==> src/hw/rtl/crg_pkg.sv <==
`default_nettype none
// ----------------------------------------------------------------------------
// crg_pkg
// shared types and constants of the command record guard
// ----------------------------------------------------------------------------
package crg_pkg;

    localparam int unsigned ADDR_W   = 48;
    localparam int unsigned WORD_W   = 32;
    localparam int unsigned KEY_W    = 64;
    localparam int unsigned PROD_W   = 64;
    localparam int unsigned SCALED_W = 80;
    localparam int unsigned LIM16_W  = 16;
    localparam int unsigned LIM8_W   = 8;

    localparam logic [ADDR_W-1:0] REGION_SIZE_RST = 48'd0;
    localparam logic [WORD_W-1:0] GRID_LIMIT_RST  = 32'd1048576;

    // request types
    localparam logic [2:0] REQ_REGISTER = 3'd0;
    localparam logic [2:0] REQ_COPY     = 3'd1;
    localparam logic [2:0] REQ_FILL     = 3'd2;
    localparam logic [2:0] REQ_UPDATE   = 3'd3;
    localparam logic [2:0] REQ_DISPATCH = 3'd4;
    localparam logic [2:0] REQ_BIND     = 3'd5;

    // result status codes
    localparam logic [2:0] ST_OK        = 3'd0;
    localparam logic [2:0] ST_BOUNDS    = 3'd1;
    localparam logic [2:0] ST_BAD_FILL  = 3'd2;
    localparam logic [2:0] ST_NO_KERNEL = 3'd3;
    localparam logic [2:0] ST_BAD_DISP  = 3'd4;
    localparam logic [2:0] ST_BAD_GRID  = 3'd5;
    localparam logic [2:0] ST_FULL      = 3'd6;

    // configuration register indexes
    localparam logic REG_REGION_SIZE = 1'b0;
    localparam logic REG_GRID_LIMIT  = 1'b1;

    typedef struct packed {
        logic load;
        logic search;
        logic mul_a;
        logic mul_b;
        logic commit;
    } t_cmd;

    typedef struct packed {
        logic key_req;
        logic search_done;
    } t_sts;

endpackage
`default_nettype wire

==> src/hw/rtl/crg_ctrl.sv <==
`default_nettype none
// ----------------------------------------------------------------------------
// crg_ctrl
// controller: item handshake, search sequencing, result register handshake
// ----------------------------------------------------------------------------
module crg_ctrl import crg_pkg::*; (
    input  wire logic i_clk,
    input  wire logic i_rst_n,
    input  wire logic i_in_valid,
    output logic      o_in_stall,
    output logic      o_out_valid,
    input  wire logic i_out_stall,
    output t_cmd      o_cmd,
    input  wire t_sts i_sts
);

    localparam logic [1:0] S_IDLE   = 2'd0;
    localparam logic [1:0] S_SEARCH = 2'd1;
    localparam logic [1:0] S_MUL    = 2'd2;
    localparam logic [1:0] S_DECIDE = 2'd3;

    logic [1:0] r_state;
    logic [1:0] n_state;
    logic       r_out_valid;
    logic       n_out_valid;

    always_comb begin
        n_state = r_state;
        o_cmd   = '0;
        case (r_state)
            S_IDLE: begin
                if (i_in_valid) begin
                    o_cmd.load = 1'b1;
                    n_state    = S_SEARCH;
                end
            end
            S_SEARCH: begin
                o_cmd.mul_a  = 1'b1;
                o_cmd.search = i_sts.key_req;
                if (!i_sts.key_req || i_sts.search_done) begin
                    n_state = S_MUL;
                end
            end
            S_MUL: begin
                o_cmd.mul_b = 1'b1;
                n_state     = S_DECIDE;
            end
            S_DECIDE: begin
                if (!r_out_valid || !i_out_stall) begin
                    o_cmd.commit = 1'b1;
                    n_state      = S_IDLE;
                end
            end
            default: begin
                n_state = S_IDLE;
            end
        endcase
    end

    always_comb begin
        n_out_valid = r_out_valid;
        if (o_cmd.commit) begin
            n_out_valid = 1'b1;
        end else if (!i_out_stall) begin
            n_out_valid = 1'b0;
        end
    end

    always_ff @(posedge i_clk) begin
        if (!i_rst_n) begin
            r_state     <= S_IDLE;
            r_out_valid <= 1'b0;
        end else begin
            r_state     <= n_state;
            r_out_valid <= n_out_valid;
        end
    end

    assign o_in_stall  = (r_state != S_IDLE);
    assign o_out_valid = r_out_valid;

`ifndef ASSERT_OFF
    a_commit_free: assert property (@(posedge i_clk) disable iff (!i_rst_n)
        o_cmd.commit |-> (!r_out_valid || !i_out_stall))
        else $error("result overwrote a waiting item");

    a_accept_busy: assert property (@(posedge i_clk) disable iff (!i_rst_n)
        (i_in_valid && !o_in_stall) |=> (r_state == S_SEARCH))
        else $error("accepted item did not start work");
`endif

endmodule
`default_nettype wire

==> config.mk <==
export PLATFORM = sky130hd
export DESIGN_NAME = crg_ctrl
export DESIGN_NICKNAME = d
export VERILOG_FILES = /design/src/hw/rtl/crg_pkg.sv /design/src/hw/rtl/crg_ctrl.sv
export SDC_FILE = /design/constraint.sdc
export NUM_CORES = 1
export LEC_CHECK = 0
export BUFFER_PORTS_ARGS = -buffer_cell sky130_fd_sc_hd__buf_2
export CORE_AREA = 3 3 40 42
export CTS_CLUSTER_SIZE = 25
export DETAILED_ROUTE_END_ITERATION = 16
export DIE_AREA = 0 0 43 45
export MAX_ROUTING_LAYER = met4
export PLACE_DENSITY_LB_ADDON = 0.2
export REMOVE_ABC_BUFFERS = 1
export SETUP_SLACK_MARGIN = 0.3
export SYNTH_ARGS = -nofsm -noshare
export SYNTH_HDL_FRONTEND = slang
export SYNTH_SLANG_ARGS = --single-unit
==> constraint.sdc <==
create_clock -name i_clk -period 1.6 [get_ports i_clk]
set_input_delay 0.16 -clock i_clk [delete_from_list [all_inputs] [get_ports i_clk]]
set_output_delay 0.16 -clock i_clk [all_outputs]
set_load 0.03 [all_outputs]
==> impl_metrics.toml <==
[status]
status = "complete, no violations"

[power]
powerDensity_nw_per_um2 = 1940
ir_drop_uv = 514
p_comb_frac = 0.607
leakage_nw = 0.186
p_int_uw = 378
p_clk_frac = 0.182
power_uw = 706
pwr-share-seq = 0.211
p_sw_uw = 328
switching_share = 0.464

[worst_setup_path]
reg2reg_slack_ps = 450
crit_fanout = 4
arrival_ps = 1110
r2r-start = "r_state[0]"
cp-end-kind = "output pin"
crit_end = "o_cmd[4]"
r2r-end = "r_state[0]"
startpoint = "r_state[0]"
required_ps = 1440
startpoint_type = "flip-flop"
ff2ff_path_depth = 5
worstSetupPathType = "reg -> out"

[timing]
clock_skew_ps = 1.75
setup_viol_count_final = 0
max_freq_ghz = 0.788
period_share = 0.793
hold_ws_ps = 224
hold_viol_final = 0
slew_headroom = 0.910
finalMaxSlewViolations = 0
setup_tns_ps = 0
worst_pin_slew_ps = 131
rsz0062_at_grt = "true"
period_needed_ps = 1270
worst_slack_ps = 330

[clocking]
cts_setup_buffers = 0
cts_root_buf = "clkbuf_4"
cts_tree = "yes"
clk_path_buf_depth = 2
clk_latency_ps = 230
htreeDepth = 1
cts_resized = 11
cts-buffers-inserted = 3
path_clk_slew_ps = 40
cts_hold_buf = 0
clock-sinks = 3

[grt]
grt.total_usage = 0.0582
grt_pass1_vias = 196
antenna_found_initial = 0
overflow = 0
grt_max_degree = 6
grt_first_pass_wirelength_um = 772

[yosys]
netlist.top_cell.by_area = "ha_1"
syn-cell-area_um2 = 236
yosysTopAreaCellShare = 0.265
synth-async-reset-ratio = 0
synth_edf_count = 0
yosysSeqAreaShare = 0.254
synth_ff_type = "dfxtp_1"
synth_cells = 26
avgSynthCellArea_um2 = 9.10
yosys_warnings = 0
ys_ff_latch = 3
netlist-cell-type-count = 14
synth_area_leaders = "ha_1 (26%), dfxtp_1 (25%), mux2i_1 (8.5%)"

[drt]
wl_per_cell_um = 8.68
vias = 207
wirelength_um = 486
drc_errors = 0
drtPass1Iterations = 2
via_per_inst = 3.70
drt_iter0_drc = 2
postRouteAntennaNets = 0

[die]
dieWidth_um = 43
coreArea_um2 = 1280
rows = 13
die_h_um = 45
pin_count = 13
die_area_um2 = 1940
initial_core_util = 0.184

[finish]
multi_input_area_um2 = 165
fin_nets = 53
diodes = 0
layout_commonest_cell = "buf_2"
area.growth.synth_to_final_pct = 54.0
fin_util = 0.283
regArea_um2 = 67.6
fillCellCount = 150
mostFrequentLayoutCells = "buf_2 (9), inv_2 (3), nand2_1 (3), ha_1 (3), clkbuf_4 (3)"
stdcell_count = 56
final_area_um2 = 364
layout-drive-gt1-share = 0.634

[place]
place_area_um2 = 308
dp_slack_ps = 362
routabilityCongestion = 0.597
numPlacedInstances = 52
port_buffers = 12

[min_path]
holdCritPathClass = "in -> reg"

[run]
maxCapViolCount = 0
[how the worst min path moves through the flow]
stage | start | cells past startpoint | endpoint
finish | i_rst_n | 2 | o_out_valid
global route | i_rst_n | 2 | o_out_valid
CTS | i_rst_n | 3 | r_state[1]
detailed placement | i_rst_n | 2 | o_out_valid
global placement | i_out_stall | 3 | o_out_valid
floorplan | i_rst_n | 1 | o_out_valid
[critical path, cell delays in order (launching register included)]
cell and delay (ps):
dfxtp_4 350, inv_2 50, ha_2 180, and2_2 170, buf_6 130
[sequential cells by signal (all words and copies together) (netlist names)]
register     flops
o_out_valid      1
r_state          2
[cells by family after synthesis]
family,share of synthesized area
multiplexers,0.0847
adder cells (fa/ha/maj),0.265
AO/OA/AOI/OAI,0.159
AND/OR/NAND/NOR,0.143
buffers and inverters,0.0952
flip-flops,0.254
[layout make-up]
cell class	count	area share
Multi-Input combinational cell	18	0.454
Sequential cell	3	0.186
Clock buffer	4	0.0722
Tap cell	15	0.0515
Timing Repair Buffer	12	0.196
Inverter	4	0.0412
[synth_stat cells, types with 2 or more instances]
library cell / n
ha_1: 5
nand2_1: 4
dfxtp_1: 3
inv_1: 3
mux2i_1: 2
[routing by layer]
metal / vias up / track usage / wire [um]
met5: - / - / 0
met4: 0 / 0.0542 / 0
met3: 0 / 0.0199 / 50
met2: 8 / 0.0868 / 242
met1: 86 / 0.0600 / 194
li1: 113 / - / -
[power groups by stage]
stage	clock (mW)	combinational (mW)	sequential, mW
2_1_floorplan	0	0.309	0.131
3_3_place_gp	0	0.408	0.130
3_5_place_dp	0	0.405	0.131
4_1_cts	0.137	0.433	0.140
5_1_grt	0.147	0.463	0.156
6_report	0.129	0.429	0.149
(Power assumes the default switching activity.)
